==> src/mmn_pkg.sv <==
`timescale 1ns / 1ps
// ----------------------------------------------------------------------------
// mmn_pkg
// Shared constants, state encoding and divider handshake types for the
// min/max normaliser.
// ----------------------------------------------------------------------------
package mmn_pkg;

   localparam int MAX_LEN    = 64;
   localparam int ADDR_W     = $clog2(MAX_LEN);
   localparam int CNT_W      = $clog2(MAX_LEN + 1);
   localparam int SAMPLE_W   = 16;
   localparam int DIV_STEPS  = 16;
   localparam int DIV_CNT_W  = $clog2(DIV_STEPS + 1);

   localparam logic signed [SAMPLE_W-1:0] MIN_RESET = 16'sh7FFF;
   localparam logic signed [SAMPLE_W-1:0] MAX_RESET = 16'sh8000;

   typedef enum logic [2:0] {
      ST_LOAD,
      ST_READ,
      ST_DATA,
      ST_DIV,
      ST_EMIT
   } state_type;

   typedef struct packed {
      logic                  start;
      logic [2*SAMPLE_W-1:0] dividend;
      logic [SAMPLE_W-1:0]   divisor;
   } div_req_type;

   typedef struct packed {
      logic                done;
      logic [SAMPLE_W-1:0] quotient;
   } div_rsp_type;

endpackage

==> src/mmn_store.sv <==
`timescale 1ns / 1ps
// ----------------------------------------------------------------------------
// mmn_store
// Sample memory: one write port, one read port, registered read data.
// ----------------------------------------------------------------------------
module mmn_store (
   input  logic                              clock,
   input  logic                              wr_en,
   input  logic [mmn_pkg::ADDR_W-1:0]        wr_addr,
   input  logic [mmn_pkg::SAMPLE_W-1:0]      wr_data,
   input  logic                              rd_en,
   input  logic [mmn_pkg::ADDR_W-1:0]        rd_addr,
   output logic [mmn_pkg::SAMPLE_W-1:0]      rd_data
);

   logic [mmn_pkg::SAMPLE_W-1:0] mem_ff [mmn_pkg::MAX_LEN];
   logic [mmn_pkg::SAMPLE_W-1:0] rd_data_ff;

   always_ff @(posedge clock) begin
      if (wr_en) begin
         mem_ff[wr_addr] <= wr_data;
      end
   end

   always_ff @(posedge clock) begin
      if (rd_en) begin
         rd_data_ff <= mem_ff[rd_addr];
      end
   end

   assign rd_data = rd_data_ff;

endmodule

==> src/mmn_divider.sv <==
`timescale 1ns / 1ps
// ----------------------------------------------------------------------------
// mmn_divider
// Restoring divider, one quotient bit per cycle. The dividend's upper half
// must be below the divisor so that the quotient fits in 16 bits.
// ----------------------------------------------------------------------------
module mmn_divider (
   input  logic                 clock,
   input  logic                 reset,
   input  mmn_pkg::div_req_type req,
   output mmn_pkg::div_rsp_type rsp
);

   logic [mmn_pkg::SAMPLE_W-1:0]  rem_ff, rem_in;
   logic [mmn_pkg::SAMPLE_W-1:0]  low_ff, low_in;
   logic [mmn_pkg::SAMPLE_W-1:0]  divisor_ff;
   logic [mmn_pkg::DIV_CNT_W-1:0] cnt_ff;
   logic                          active_ff;
   logic                          done_ff;
   logic [mmn_pkg::SAMPLE_W:0]    shifted;
   logic [mmn_pkg::SAMPLE_W:0]    diff;
   logic                          ge;

   always_comb begin
      shifted = {rem_ff, low_ff[mmn_pkg::SAMPLE_W-1]};
      ge      = shifted >= {1'b0, divisor_ff};
      diff    = shifted - {1'b0, divisor_ff};
      // partial remainder stays below the divisor
      rem_in  = ge ? diff[mmn_pkg::SAMPLE_W-1:0] : shifted[mmn_pkg::SAMPLE_W-1:0];
      low_in  = {low_ff[mmn_pkg::SAMPLE_W-2:0], ge};
   end

   always_ff @(posedge clock) begin
      if (reset) begin
         active_ff <= 1'b0;
         done_ff   <= 1'b0;
         cnt_ff    <= '0;
      end else begin
         done_ff <= 1'b0;
         if (req.start) begin
            active_ff <= 1'b1;
            cnt_ff    <= mmn_pkg::DIV_CNT_W'(mmn_pkg::DIV_STEPS);
         end else if (active_ff) begin
            cnt_ff <= cnt_ff - 1'b1;
            if (cnt_ff == mmn_pkg::DIV_CNT_W'(1)) begin
               active_ff <= 1'b0;
               done_ff   <= 1'b1;
            end
         end
      end
   end

   always_ff @(posedge clock) begin
      if (req.start) begin
         rem_ff     <= req.dividend[2*mmn_pkg::SAMPLE_W-1:mmn_pkg::SAMPLE_W];
         low_ff     <= req.dividend[mmn_pkg::SAMPLE_W-1:0];
         divisor_ff <= req.divisor;
      end else if (active_ff) begin
         rem_ff <= rem_in;
         low_ff <= low_in;
      end
   end

   assign rsp.done     = done_ff;
   assign rsp.quotient = low_ff;

endmodule

==> src/min_max_normalizer.sv <==
`timescale 1ns / 1ps
// load: one sample a cycle, busy low; an item with last_in raised starts the emit pass
// emit: per result, a memory read, operand set-up, a bit-serial divide and a strobe, in that order
// rsp_valid is a one-cycle strobe and the receiver cannot stall it
// synchronous active-high reset empties the run: min/max to extremes, count to zero
// ----------------------------------------------------------------------------
// min_max_normalizer
// Stores a vector of signed samples, tracks min and max, then emits each
// sample scaled to an unsigned 16-bit fraction of the observed range.
// ----------------------------------------------------------------------------
module min_max_normalizer (
   input  logic                              clock,
   input  logic                              reset,
   input  logic                              start,
   output logic                              busy,
   input  logic signed [mmn_pkg::SAMPLE_W-1:0] req_sample,
   input  logic                              req_last_in,
   output logic                              rsp_valid,
   output logic [mmn_pkg::SAMPLE_W-1:0]      rsp_scaled,
   output logic                              rsp_flat,
   output logic                              rsp_last_out
);

   mmn_pkg::state_type state_ff, state_in;

   logic [mmn_pkg::CNT_W-1:0]           fill_ff, fill_in;
   logic [mmn_pkg::CNT_W-1:0]           idx_ff, idx_in;
   logic signed [mmn_pkg::SAMPLE_W-1:0] min_ff, min_in;
   logic signed [mmn_pkg::SAMPLE_W-1:0] max_ff, max_in;

   logic                         accept;
   logic                         room;
   logic                         flat;
   logic                         final_res;
   logic                         rd_en;
   logic [mmn_pkg::SAMPLE_W-1:0] rd_data;
   logic [mmn_pkg::SAMPLE_W-1:0] span;
   logic [mmn_pkg::SAMPLE_W-1:0] offset;
   mmn_pkg::div_req_type         div_req;
   mmn_pkg::div_rsp_type         div_rsp;

   assign accept    = start && (state_ff == mmn_pkg::ST_LOAD);
   assign room      = fill_ff < mmn_pkg::CNT_W'(mmn_pkg::MAX_LEN);
   assign flat      = max_ff <= min_ff;
   assign final_res = (idx_ff + 1'b1) == fill_ff;

   mmn_store u_store (
      .clock   (clock),
      .wr_en   (accept && room),
      .wr_addr (fill_ff[mmn_pkg::ADDR_W-1:0]),
      .wr_data (req_sample),
      .rd_en   (rd_en),
      .rd_addr (idx_ff[mmn_pkg::ADDR_W-1:0]),
      .rd_data (rd_data)
   );

   // span is 1 on a flat run, where every offset is zero anyway
   always_comb begin
      span             = flat ? mmn_pkg::SAMPLE_W'(1) : max_ff - min_ff;
      offset           = rd_data - min_ff;
      div_req.start    = state_ff == mmn_pkg::ST_DATA;
      div_req.dividend = {offset, {mmn_pkg::SAMPLE_W{1'b0}}}
                       - {{mmn_pkg::SAMPLE_W{1'b0}}, offset};
      div_req.divisor  = span;
   end

   mmn_divider u_divider (
      .clock (clock),
      .reset (reset),
      .req   (div_req),
      .rsp   (div_rsp)
   );

   // next state
   always_comb begin
      state_in = state_ff;
      case (state_ff)
         mmn_pkg::ST_LOAD: begin
            if (accept && req_last_in) begin
               state_in = mmn_pkg::ST_READ;
            end
         end
         mmn_pkg::ST_READ: state_in = mmn_pkg::ST_DATA;
         mmn_pkg::ST_DATA: state_in = mmn_pkg::ST_DIV;
         mmn_pkg::ST_DIV: begin
            if (div_rsp.done) begin
               state_in = mmn_pkg::ST_EMIT;
            end
         end
         mmn_pkg::ST_EMIT: begin
            state_in = final_res ? mmn_pkg::ST_LOAD : mmn_pkg::ST_READ;
         end
         default: state_in = mmn_pkg::ST_LOAD;
      endcase
   end

   // outputs
   always_comb begin
      busy      = 1'b1;
      rd_en     = 1'b0;
      rsp_valid = 1'b0;
      case (state_ff)
         mmn_pkg::ST_LOAD: busy      = 1'b0;
         mmn_pkg::ST_READ: rd_en     = 1'b1;
         mmn_pkg::ST_DATA: busy      = 1'b1;
         mmn_pkg::ST_DIV:  busy      = 1'b1;
         mmn_pkg::ST_EMIT: rsp_valid = 1'b1;
         default:          busy      = 1'b1;
      endcase
   end

   assign rsp_scaled   = div_rsp.quotient;
   assign rsp_flat     = flat;
   assign rsp_last_out = final_res;

   // run statistics
   always_comb begin
      fill_in = fill_ff;
      idx_in  = idx_ff;
      min_in  = min_ff;
      max_in  = max_ff;
      if (accept) begin
         idx_in = '0;
         if (room) begin
            fill_in = fill_ff + 1'b1;
            if (req_sample < min_ff) begin
               min_in = req_sample;
            end
            if (req_sample > max_ff) begin
               max_in = req_sample;
            end
         end
      end else if (state_ff == mmn_pkg::ST_EMIT) begin
         if (final_res) begin
            fill_in = '0;
            idx_in  = '0;
            min_in  = mmn_pkg::MIN_RESET;
            max_in  = mmn_pkg::MAX_RESET;
         end else begin
            idx_in = idx_ff + 1'b1;
         end
      end
   end

   always_ff @(posedge clock) begin
      if (reset) begin
         state_ff <= mmn_pkg::ST_LOAD;
         fill_ff  <= '0;
         idx_ff   <= '0;
         min_ff   <= mmn_pkg::MIN_RESET;
         max_ff   <= mmn_pkg::MAX_RESET;
      end else begin
         state_ff <= state_in;
         fill_ff  <= fill_in;
         idx_ff   <= idx_in;
         min_ff   <= min_in;
         max_ff   <= max_in;
      end
   end

endmodule

==> config.mk <==
export PLATFORM = sky130hd
export DESIGN_NAME = min_max_normalizer
export DESIGN_NICKNAME = d
export VERILOG_FILES = /design/src/mmn_pkg.sv /design/src/mmn_store.sv /design/src/mmn_divider.sv /design/src/min_max_normalizer.sv
export SDC_FILE = /design/constraint.sdc
export NUM_CORES = 1
export LEC_CHECK = 0
export ABC_AREA = 1
export BUFFER_PORTS_ARGS = -buffer_cell sky130_fd_sc_hd__clkbuf_2
export CAP_MARGIN = 20
export CORE_MARGIN = 4
export CORE_UTILIZATION = 45
export CTS_BUF_LIST = sky130_fd_sc_hd__clkbuf_4 sky130_fd_sc_hd__clkbuf_8 sky130_fd_sc_hd__clkbuf_16
export DETAILED_ROUTE_END_ITERATION = 10
export PLACE_DENSITY_LB_ADDON = 0.12
export SLEW_MARGIN = 20
export SYNTH_ARGS = -nofsm -noshare
export SYNTH_HDL_FRONTEND = slang
export SYNTH_HIERARCHICAL = 1
export SYNTH_SLANG_ARGS = --single-unit
==> constraint.sdc <==
create_clock -name clock -period 3.71 [get_ports clock]
set_input_delay 0.1855 -clock clock [delete_from_list [all_inputs] [get_ports clock]]
set_output_delay 0.1855 -clock clock [all_outputs]
set_load 0.05 [all_outputs]
; Word level (Yosys, flattened, before mapping)
; Memory sizes are Yosys's and may differ from the RTL's. A register that Yosys moved wholly into a read port is not among the register bits.
; Cells that the tools add are included.
[classes]
n_mux = 35
addsub = 7
n_mul = 0
order_cmp = 5
div_mod_pow = 0
reduce_logical = 14
bitwise = 1
eq_ne = 11
shift = 0
[op_table]
columns = operator, count
row1 = 16-bit 2-to-1 mux, 15
row2 = 16-bit subtractor, 3
row3 = 7-bit 2-to-1 mux, 5
row4 = 32-bit by 16-bit subtractor with 32-bit output, 1
row5 = 17-bit by 16-bit >= comparator with 1-bit output, 1
row6 = 16-bit greater-than comparator, 1
row7 = 16-bit <= comparator, 1
row8 = 16-bit less-than comparator, 1
row9 = 3-bit one-hot mux with 5 select lines, 1
row10 = "7-bit by 1-bit adder with 7-bit output, second input constant", 2
row11 = 1-bit 2-to-1 mux, 10
row12 = 5-bit 2-to-1 mux, 2
row13 = "2-bit by 1-bit inequality test with 1-bit output, second input constant", 5
row14 = 4-bit AND reduction, 2
row15 = 7-bit == test, 1
row16 = "7-bit less-than comparator, second input constant", 1
row17 = "3-bit by 2-bit == test with 1-bit output, second input constant", 2
row18 = 3-bit 2-to-1 mux, 2
row19 = 2-bit nonzero test, 3
row20 = "5-bit by 1-bit == test with 1-bit output, second input constant", 1
row21 = "5-bit by 1-bit subtractor with 5-bit output, second input constant", 1
row22 = 2-bit OR reduction, 2
row23 = "3-bit by 1-bit == test with 1-bit output, second input constant", 1
row24 = "3-bit == test, second input constant", 1
row25 = other kinds (6), 8
[word_totals]
regBits = 104
mem_bits_ro = 0
in_bits = 20
n_memories = 1
word_cells = 86
ramBits = 1024
latchBits = 0
output_inout_bits = 20
[mem_list]
columns = memory, depth, width, rd, rd_ports_with_merged_regs, wr, line
row1 = u_store.mem_ff, 64, 16, 1, 1, 1, mmn_store.sv:16  ; logic [mmn_pkg::SAMPLE_W-1:0] mem_ff [mmn_pkg::MAX_LEN];

; Logic depth before layout (Yosys ltp)
; Gate-level depths: netlist (run 1).
[logic_depth]
word_depth = 5
ltp_mapped = 20
mapped_depth_nobuf = 20

; Hierarchy
; Netlist (run 1), hierarchy kept.
[by_module_without_submodules]
columns = module, seq_area_each_um2, area_each_um2, instances, cells_each
row1 = mmn_store, 31230.0, 42259.3, 1, 3517
row2 = min_max_normalizer, 980.9, 6256.0, 1, 1053
row3 = mmn_divider, 1581.5, 3595.9, 1, 452

; Worst setup path after synthesis (run 1)
; OpenSTA, ideal clock, no wires.
[synth_path]
path_type = flip-flop to flip-flop
startpoint = reg state_ff[0]
endpoint = mem u_store/mem_ff[48][0] in the netlist's numbering, enable pin
setup_time_ns = 0.431
path_buffers = 1
t_required_ns = 3.279
synth_period_minus_slack_ns = 3.773
setup_slack_ns = -0.063
arrival_ns = 3.342
path_stages_with_launch = 11
path_cell_list = dfxtp_1 nor2_1 inv_1 nor2_2 inv_1 nor2_2 inv_2 nor2_4 clkbuf_1 nand4_1 nor4_1
[synth_via]
elab_chain_cells = 5
[synth_rtl]
columns = item, line
row1 = "start, declared", min_max_normalizer.sv:24  ; mmn_pkg::state_type state_ff, state_in;
row2 = "start signal, assigned", min_max_normalizer.sv:147  ; state_ff <= mmn_pkg::ST_LOAD;
row3 = "start signal, assigned", min_max_normalizer.sv:153  ; state_ff <= state_in;
row4 = 3-bit logical NOT, min_max_normalizer.sv:42  ; assign accept = start && (state_ff == mmn_pkg::ST_LOAD);
row5 = 1-bit logical AND, min_max_normalizer.sv:42
row6 = 1-bit logical AND, min_max_normalizer.sv:49  ; .wr_en (accept && room),
row7 = 1-bit 2-to-1 mux, mmn_store.sv:20  ; if (wr_en) begin
row8 = 1-bit 2-to-1 mux (implied by the code), mmn_store.sv:21  ; mem_ff[wr_addr] <= wr_data;
row9 = "end, declared", mmn_store.sv:16
; Every way passes these cells.

; Worst setup path after layout (run 1)
[layout_path]
startpoint = reg idx_ff[0] in the netlist's numbering
endpoint = out rsp_last_out
[layout_via]
elab_chain_cells = 2
[layout_rtl]
columns = item, line
row1 = "start, declared", min_max_normalizer.sv:27  ; logic [mmn_pkg::CNT_W-1:0] idx_ff, idx_in;
row2 = "start signal, assigned", min_max_normalizer.sv:155  ; idx_ff <= idx_in;
row3 = 7-bit by 1-bit adder with 7-bit output, min_max_normalizer.sv:45  ; assign final_res = (idx_ff + 1'b1) == fill_ff;
row4 = 7-bit == test, min_max_normalizer.sv:45
row5 = "end, declared", min_max_normalizer.sv:21  ; output logic rsp_last_out
; Every way passes these cells.

==> results.md, run 1 <==
- Status: complete, no violations
- Cell Pwr Density: 551 mW/mm^2
- Synth Net Count: 5,129
- Gp weighted congestion: 0.927
- Fin cells: 6,710
- Setup violations, final: 0
- Crit-path max cell delay: 700 ps
- Worst Clk Skew: 56.8 ps
- P_sw: 0.00882 W
- Setup_tns: 0 ps
- CTS root buf: clkbuf_16
- Vias per cell: 5.34
- Antenna violations before repair: 5
- Clock Path Buffers: 3
- Max Fanout on Critical Path: 26
- H-tree Lvls: 3
- Clock share of power: 37.8%
- Max cap viols: 0
- Routed Antenna Nets: 0
- Commonest non-fill, non-tap cells in the layout: nand2_1, edfxtp_1, nand3_1
- First-pass GRT wire length: 219 mm
- CP endpoint kind: primary output
- Startpoint Class: flop
- Slew @ Worst Pin: 949 ps
- Crit path max-delay family: simple AND/OR/NAND/NOR gates
- Worst EP required: 3520 ps
- FMAX: 0.289 GHz
- Seq pwr share: 46.3%
- Drt total wl: 146 mm
- Post-Synthesis Cells: 5,022
- Filler instances: 10,300
- CP Buf/Inv Count: 2
- Residual DRC: 0
- Initial Util: 45.5%
- Cell Rows: 124
- Hold slack final: 76.8 ps
- Largest vdd supply drop: 0.000383 V
- Clock edge transition at the registers on the reported setup and hold paths: 70 ps
- Post-synth EDFFs: 1,088
- Vias in the first global route: 34,300
- Iteration count of the initial detailed-routing pass: 5
- Placed instance count: 6,476
- I/O pin cnt: 40
- DR iter-0 viols: 2,870
- Die area: 0.121 mm^2
- Final slew viol count: 0
- Min cycle time layout: 3470 ps
- Slowest CP cell: dfxtp_4
- Die Y: 348 um
- Commonest non-fill, non-tap cell in the layout: nand2_1
- Inserted Clock Buffers: 119
- Rel. slew slack: 36.6%
- Sequential-to-total area share from yosys stat: 64.8%
- Final HPWL DP: 90.2 mm
- Crit path arrival time: 3280 ps
- Crit-path cells: ha_1, nand4_1, nand3b_1, nand3_2, nor2_2, nand3_1, inv_1, clkbuf_2
- Ys flop type: edfxtp_1
- Final period util: 93.4%
- Syn. warnings: 6
- Final nets: 5,201
- Final hold violation count: 0
- CTS tree: yes
- Avg Cell Area, Syn: 10.4 um^2
- HP Class: input port to flop
- Vias: 35,800
- GRT Util Overall: 23.8%
- Layout Area Growth over Synthesis: 11.6%
- WL/cell: 21.7 um
- Setup CP Type: flop to primary output
- IO buf count: 39
- Power, Total: 0.0320 W
- Power share of the combinational group: 15.9%
- Power Internal: 0.0232 W
- Sw Ratio: 27.5%
- Unique masters post-synth: 54
- Yosys reg bits: 1,144
- Share of layout cells above drive strength 1: 10.2%
- Post-synth ARST share: 0%
- Skew-Pair Late Insertion Delay: 710 ps
- Synthesized area: 0.0521 mm^2
- Clock Sinks: 1,144
- RSZ-0062 raised after global routing: no
- Die Span X: 348 um
- Largest net degree at the start of global routing: 145
- P_leak: 22.4 nW
- Grt ovf: 0
- Core ar.: 0.115 mm^2
[power groups by stage]
stage / Sequential (W) / Clock (W) / Combinational, W
global route: 0.0149 / 0.0129 / 0.00569
floorplan: 0.0152 / 0 / 0.00347
detailed placement: 0.0151 / 0 / 0.00511
CTS: 0.0149 / 0.0123 / 0.00514
finish: 0.0148 / 0.0121 / 0.00510
global placement: 0.0151 / 0 / 0.00509
[registers in the layout, summed over array words and instances, names as in the netlist]
register              flops
u_store/rd_data          16
u_divider/rem_ff         16
min_ff                   16
u_divider/low_ff         16
fill_ff                   7
u_divider/done_ff         1
max_ff                   16
u_divider/active_ff       1
u_divider/cnt_ff          5
idx_ff                    7
u_divider/divisor_ff     16
state_ff                  3
u_store/mem_ff         1024
[cell families (layout without fill, tap and decap cells)]
logic type      Yosys count  after routing  synth area share [%]
simple gates           3173           3173                  26.6
flops                  1144           1144                  64.8
buf+inv                 499            673                  4.92
fa+ha+maj                87             87                  2.13
compound gates           83             83                 0.915
xor+xnor                 36             36                 0.605
other cells               0              2                     0
[final timing paths]
kind	slack [ps]	from	depth (start not counted)	end
max	240	idx_ff[0]	8	rsp_last_out
max reg2reg	760	min_ff[0]	16	u_divider/rem_ff[6]
min reg2reg	450	min_ff[11]	2	min_ff[11]
min	80	start	7	fill_ff[0]
[layout make-up]
class / instances / area [um^2] / share of cell area (%)
clock buffers: 146 / 3210 / 5.52
flip-flops and latches: 1144 / 33800 / 58.1
repair buffers: 203 / 1670 / 2.88
diodes: 2 / 5.00 / 0.00861
inverters: 247 / 955 / 1.64
well taps: 1512 / 1890 / 3.25
clock inverters: 77 / 774 / 1.33
multi-input cells: 3379 / 15800 / 27.2
[stage by stage]
step	util, %	area [um^2]	setup WS (ps)
global route	50.7	58100	50.4
finish	50.7	58200	245
floorplan	-	52100	-62.5
global placement	47.2	54100	786
CTS	50.7	58100	211
detailed placement	47.2	54100	768
[metal layers]
layer / vias to the layer above / track usage (%) / share of wire, %
met1: 17300 / 32.7 / 44
met2: 948 / 39.7 / 48
met4: 0 / 7.09 / 3.2
met5: - / 0 / 0
li1: 17300 / - / -
met3: 229 / 3.26 / 5.4
[synth_stat cells (24+ instances only)]
master    count  area, um^2
buf_4        24         180
ha_1         84        1050
nand4_1      27         169
inv_1       231         867
nor2_1      206         773
buf_6        55         619
dfxtp_1      56        1120
nand2_1    1789        6720
buf_2       121         606
nand2_2      43         269
clkbuf_1     33         124
a21oi_1      51         255
edfxtp_1   1088       32700
nand3_1     999        5000
[worst reg2reg max path: cells and delay by family (launching register included)]
kind,cells,cell delay (ps)
adders and majority gates,3,910
buffers and inverters,3,460
DFF,1,340
and+or+nand+nor,10,1000
[what timing repair did]
| action | in CTS | in global routing |
|---|---|---|
| hold endpoints to repair | 45 | 0 |
| setup buffers | 0 | 0 |
| setup endpoints to repair | 0 | 1 |
| gates resized for setup | 0 | 2 |
| hold buffers | 9 | 0 |
No activity file was read; power rests on OpenSTA's default activity.
==> run 2, diff against run 1 <==
--- a/config.mk
+++ b/config.mk
@@ -10,9 +10,10 @@
 export CAP_MARGIN = 20
 export CORE_MARGIN = 4
 export CORE_UTILIZATION = 45
-export CTS_BUF_LIST = sky130_fd_sc_hd__clkbuf_4 sky130_fd_sc_hd__clkbuf_8 sky130_fd_sc_hd__clkbuf_16
+export CTS_BUF_LIST = sky130_fd_sc_hd__clkbuf_16
 export DETAILED_ROUTE_END_ITERATION = 10
 export PLACE_DENSITY_LB_ADDON = 0.12
+export REMOVE_ABC_BUFFERS = 1
 export SLEW_MARGIN = 20
 export SYNTH_ARGS = -nofsm -noshare
 export SYNTH_HDL_FRONTEND = slang
==> run 2 against run 1 <==
Net effect:
- register-to-register slack about the same
- utilization down 0.19 points
- global-route usage up 0.28 points
- die area unchanged
- worst setup slack better by 97 ps
- power down 2.3%
- cell count about the same
- worst hold slack better by 7.5 ps
- combinational power about the same
- maximum frequency up 2.9%
==> results.md, run 2 (synthesized netlist as in run 1, its figures left out) <==
- Cell Rows: 124 (unchanged)
- Skew-Pair Late Insertion Delay: 720 ps (was 710 ps)
- P_leak: 22.4 nW (about the same)
- Layout Area Growth over Synthesis: 11.2% (was 11.6%)
- Top cell by count, worst path: nand2_1
- Slew @ Worst Pin: 934 ps (was 949 ps)
- Final instance area: 0.0579 mm^2 (was 0.0582 mm^2)
- Status: complete, no violations (unchanged)
- IO buf count: 39 (unchanged)
- Commonest non-fill, non-tap cells in the layout: nand2_1, edfxtp_1, nand3_1 (unchanged)
- Gp weighted congestion: 0.870 (was 0.927)
- Crit-path cells: ha_1, inv_1, fa_1, a21oi_1, o21ai_2, nand2_1, nand2_1, nand3_1, nand2_1, nand2_1, nand3_1, nand3_4, buf_2 (was ha_1, nand4_1, nand3b_1, nand3_2, nor2_2, nand3_1, inv_1, clkbuf_2)
- Antenna violations before repair: 3 (was 5)
- Crit path max-delay family: simple AND/OR/NAND/NOR gates (unchanged)
- I/O pin cnt: 40 (unchanged)
- Inserted Clock Buffers: 119 (unchanged)
- Largest vdd supply drop: 0.000394 V (was 0.000383 V)
- Final slew viol count: 0 (unchanged)
- Core ar.: 0.115 mm^2 (unchanged)
- Setup CP Type: flop to primary output (unchanged)
- Iteration count of the initial detailed-routing pass: 6 (was 5)
- Vias: 36,100 (was 35,800)
- DP Area: 0.0541 mm^2 (about the same)
- Fin util: 50.5% (was 50.7%)
- Vias per cell: 5.38 (was 5.34)
- Hold slack final: 84.3 ps (was 76.8 ps)
- Cell Pwr Density: 540 mW/mm^2 (was 551 mW/mm^2)
- Vias in the first global route: 34,100 (was 34,300)
- CTS root buf: clkbuf_16 (unchanged)
- Max Fanout on Critical Path: 16 (was 26)
- Rel. slew slack: 37.7% (was 36.6%)
- GRT Util Overall: 24.1% (was 23.8%)
- Share of layout cells above drive strength 1: 9.48% (was 10.2%)
- Max cap viols: 0 (unchanged)
- Worst R2R Start: min_ff[0] (unchanged)
- Residual DRC: 0 (unchanged)
- Placement Setup Slack: 775 ps (was 768 ps)
- Largest net degree at the start of global routing: 162 (was 145)
- Die area: 0.121 mm^2 (unchanged)
- Crit-path max cell delay: 390 ps (was 700 ps)
- CP endpoint kind: primary output (unchanged)
- Critical Path End: rsp_flat (was rsp_last_out)
- DR iter-0 viols: 3,352 (was 2,870)
- Worst setup margin: 342 ps (was 245 ps)
- Final period util: 90.8% (was 93.4%)
- Clock edge transition at the registers on the reported setup and hold paths: 60 ps (was 70 ps)
- Final nets: 5,206 (was 5,201)
- Crit. Startpoint: min_ff[0] (was idx_ff[0])
- Routed Antenna Nets: 0 (unchanged)
- Clock Path Buffers: 3 (unchanged)
- Final hold violation count: 0 (unchanged)
- FMAX: 0.297 GHz (was 0.289 GHz)
- Crit path arrival time: 3180 ps (was 3280 ps)
- CTS tree: yes (unchanged)
- Largest register FFs: 1,024 (unchanged)
- Commonest non-fill, non-tap cell in the layout: nand2_1 (unchanged)
- WL/cell: 22.0 um (was 21.7 um)
- RSZ-0062 raised after global routing: no (unchanged)
- Worst reg-to-reg path cell count: 16 (unchanged)
- Die Span X: 348 um (unchanged)
- Reg2Reg Capture Point: u_divider/rem_ff[2] (was u_divider/rem_ff[6])
- Worst Clk Skew: 31.7 ps (was 56.8 ps)
- Initial Util: 45.5% (unchanged)
- Drt total wl: 147 mm (was 146 mm)
- Setup violations, final: 0 (unchanged)
- CP Buf/Inv Count: 2 (unchanged)
- Final HPWL DP: 89.2 mm (was 90.2 mm)
- Startpoint Class: flop (unchanged)
- Die Y: 348 um (unchanged)
- Reg2Reg Setup Slack: 750 ps (was 760 ps)
- Slowest CP cell: dfxtp_1 (was dfxtp_4)
- H-tree Lvls: 3 (unchanged)
- Clock Sinks: 1,144 (unchanged)
- Top reg by flops: u_store/mem_ff (unchanged)
- Worst EP required: 3520 ps (about the same)
- First-pass GRT wire length: 220 mm (was 219 mm)
- WP depth: 13 (was 8)
- Grt ovf: 0 (unchanged)
- HP Class: input port to flop (unchanged)
- Setup_tns: 0 ps (unchanged)
- Min cycle time layout: 3370 ps (was 3470 ps)
## run 2: worst min-delay path by stage
stage / slack [ps] / from / endpoint / depth (start not counted)
2_1_floorplan: 250 / reset / fill_ff[4] / 1
3_3_place_gp: 440 / min_ff[13] / min_ff[13] / 2
3_5_place_dp: 440 / min_ff[4] / min_ff[4] / 2
4_1_cts: 40 / req_sample[7] / u_store/mem_ff[1][7] / 2
5_1_grt: 70 / req_sample[7] / u_store/mem_ff[1][7] / 2
6_report: 80 / req_sample[7] / u_store/mem_ff[1][7] / 2
## run 2: stage by stage
stage / cells / power (W)
after global routing: 6710 / 0.0327
after floorplan: 4770 / 0.0186
after detailed placement: 6477 / 0.0202
final: 6711 / 0.0313
after CTS: 6710 / 0.0315
after global placement: 6477 / 0.0202
## run 2: report_power, final
part           internal (W)  switching (W)  total (W)  leakage [nW]
registers            0.0146       0.000220     0.0148          10.3
clock network       0.00634        0.00498     0.0113          1.93
logic               0.00150        0.00362    0.00512          10.2
## run 2: area by class of cell
cell class                 instances  area [um^2]
timing repair buffer             208         1730
inverter                         247          955
clock inverter                   100          726
sequential                      1144        33800
fill                           10200        56700
clock buffer                     120         3000
multi-input combinational       3379        15800
antenna                            1         2.50
tap                             1512         1890
## run 2: routing by layer
layer / track usage (%) / part of all wire, % / vias to the layer above
met5: 0 / 0 / -
met4: 6.45 / 2.6 / 0
met3: 3.22 / 6.4 / 222
met2: 38.6 / 47 / 1092
met1: 34.8 / 44 / 17500
li1: - / - / 17300
## run 2: repair_timing
action	4_1_cts	5_1_grt
endpoints found under the setup margin	0	1
hold endpoints to repair	87	0
resized for setup	0	2
hold buffers	13	0
buffers inserted	0	0
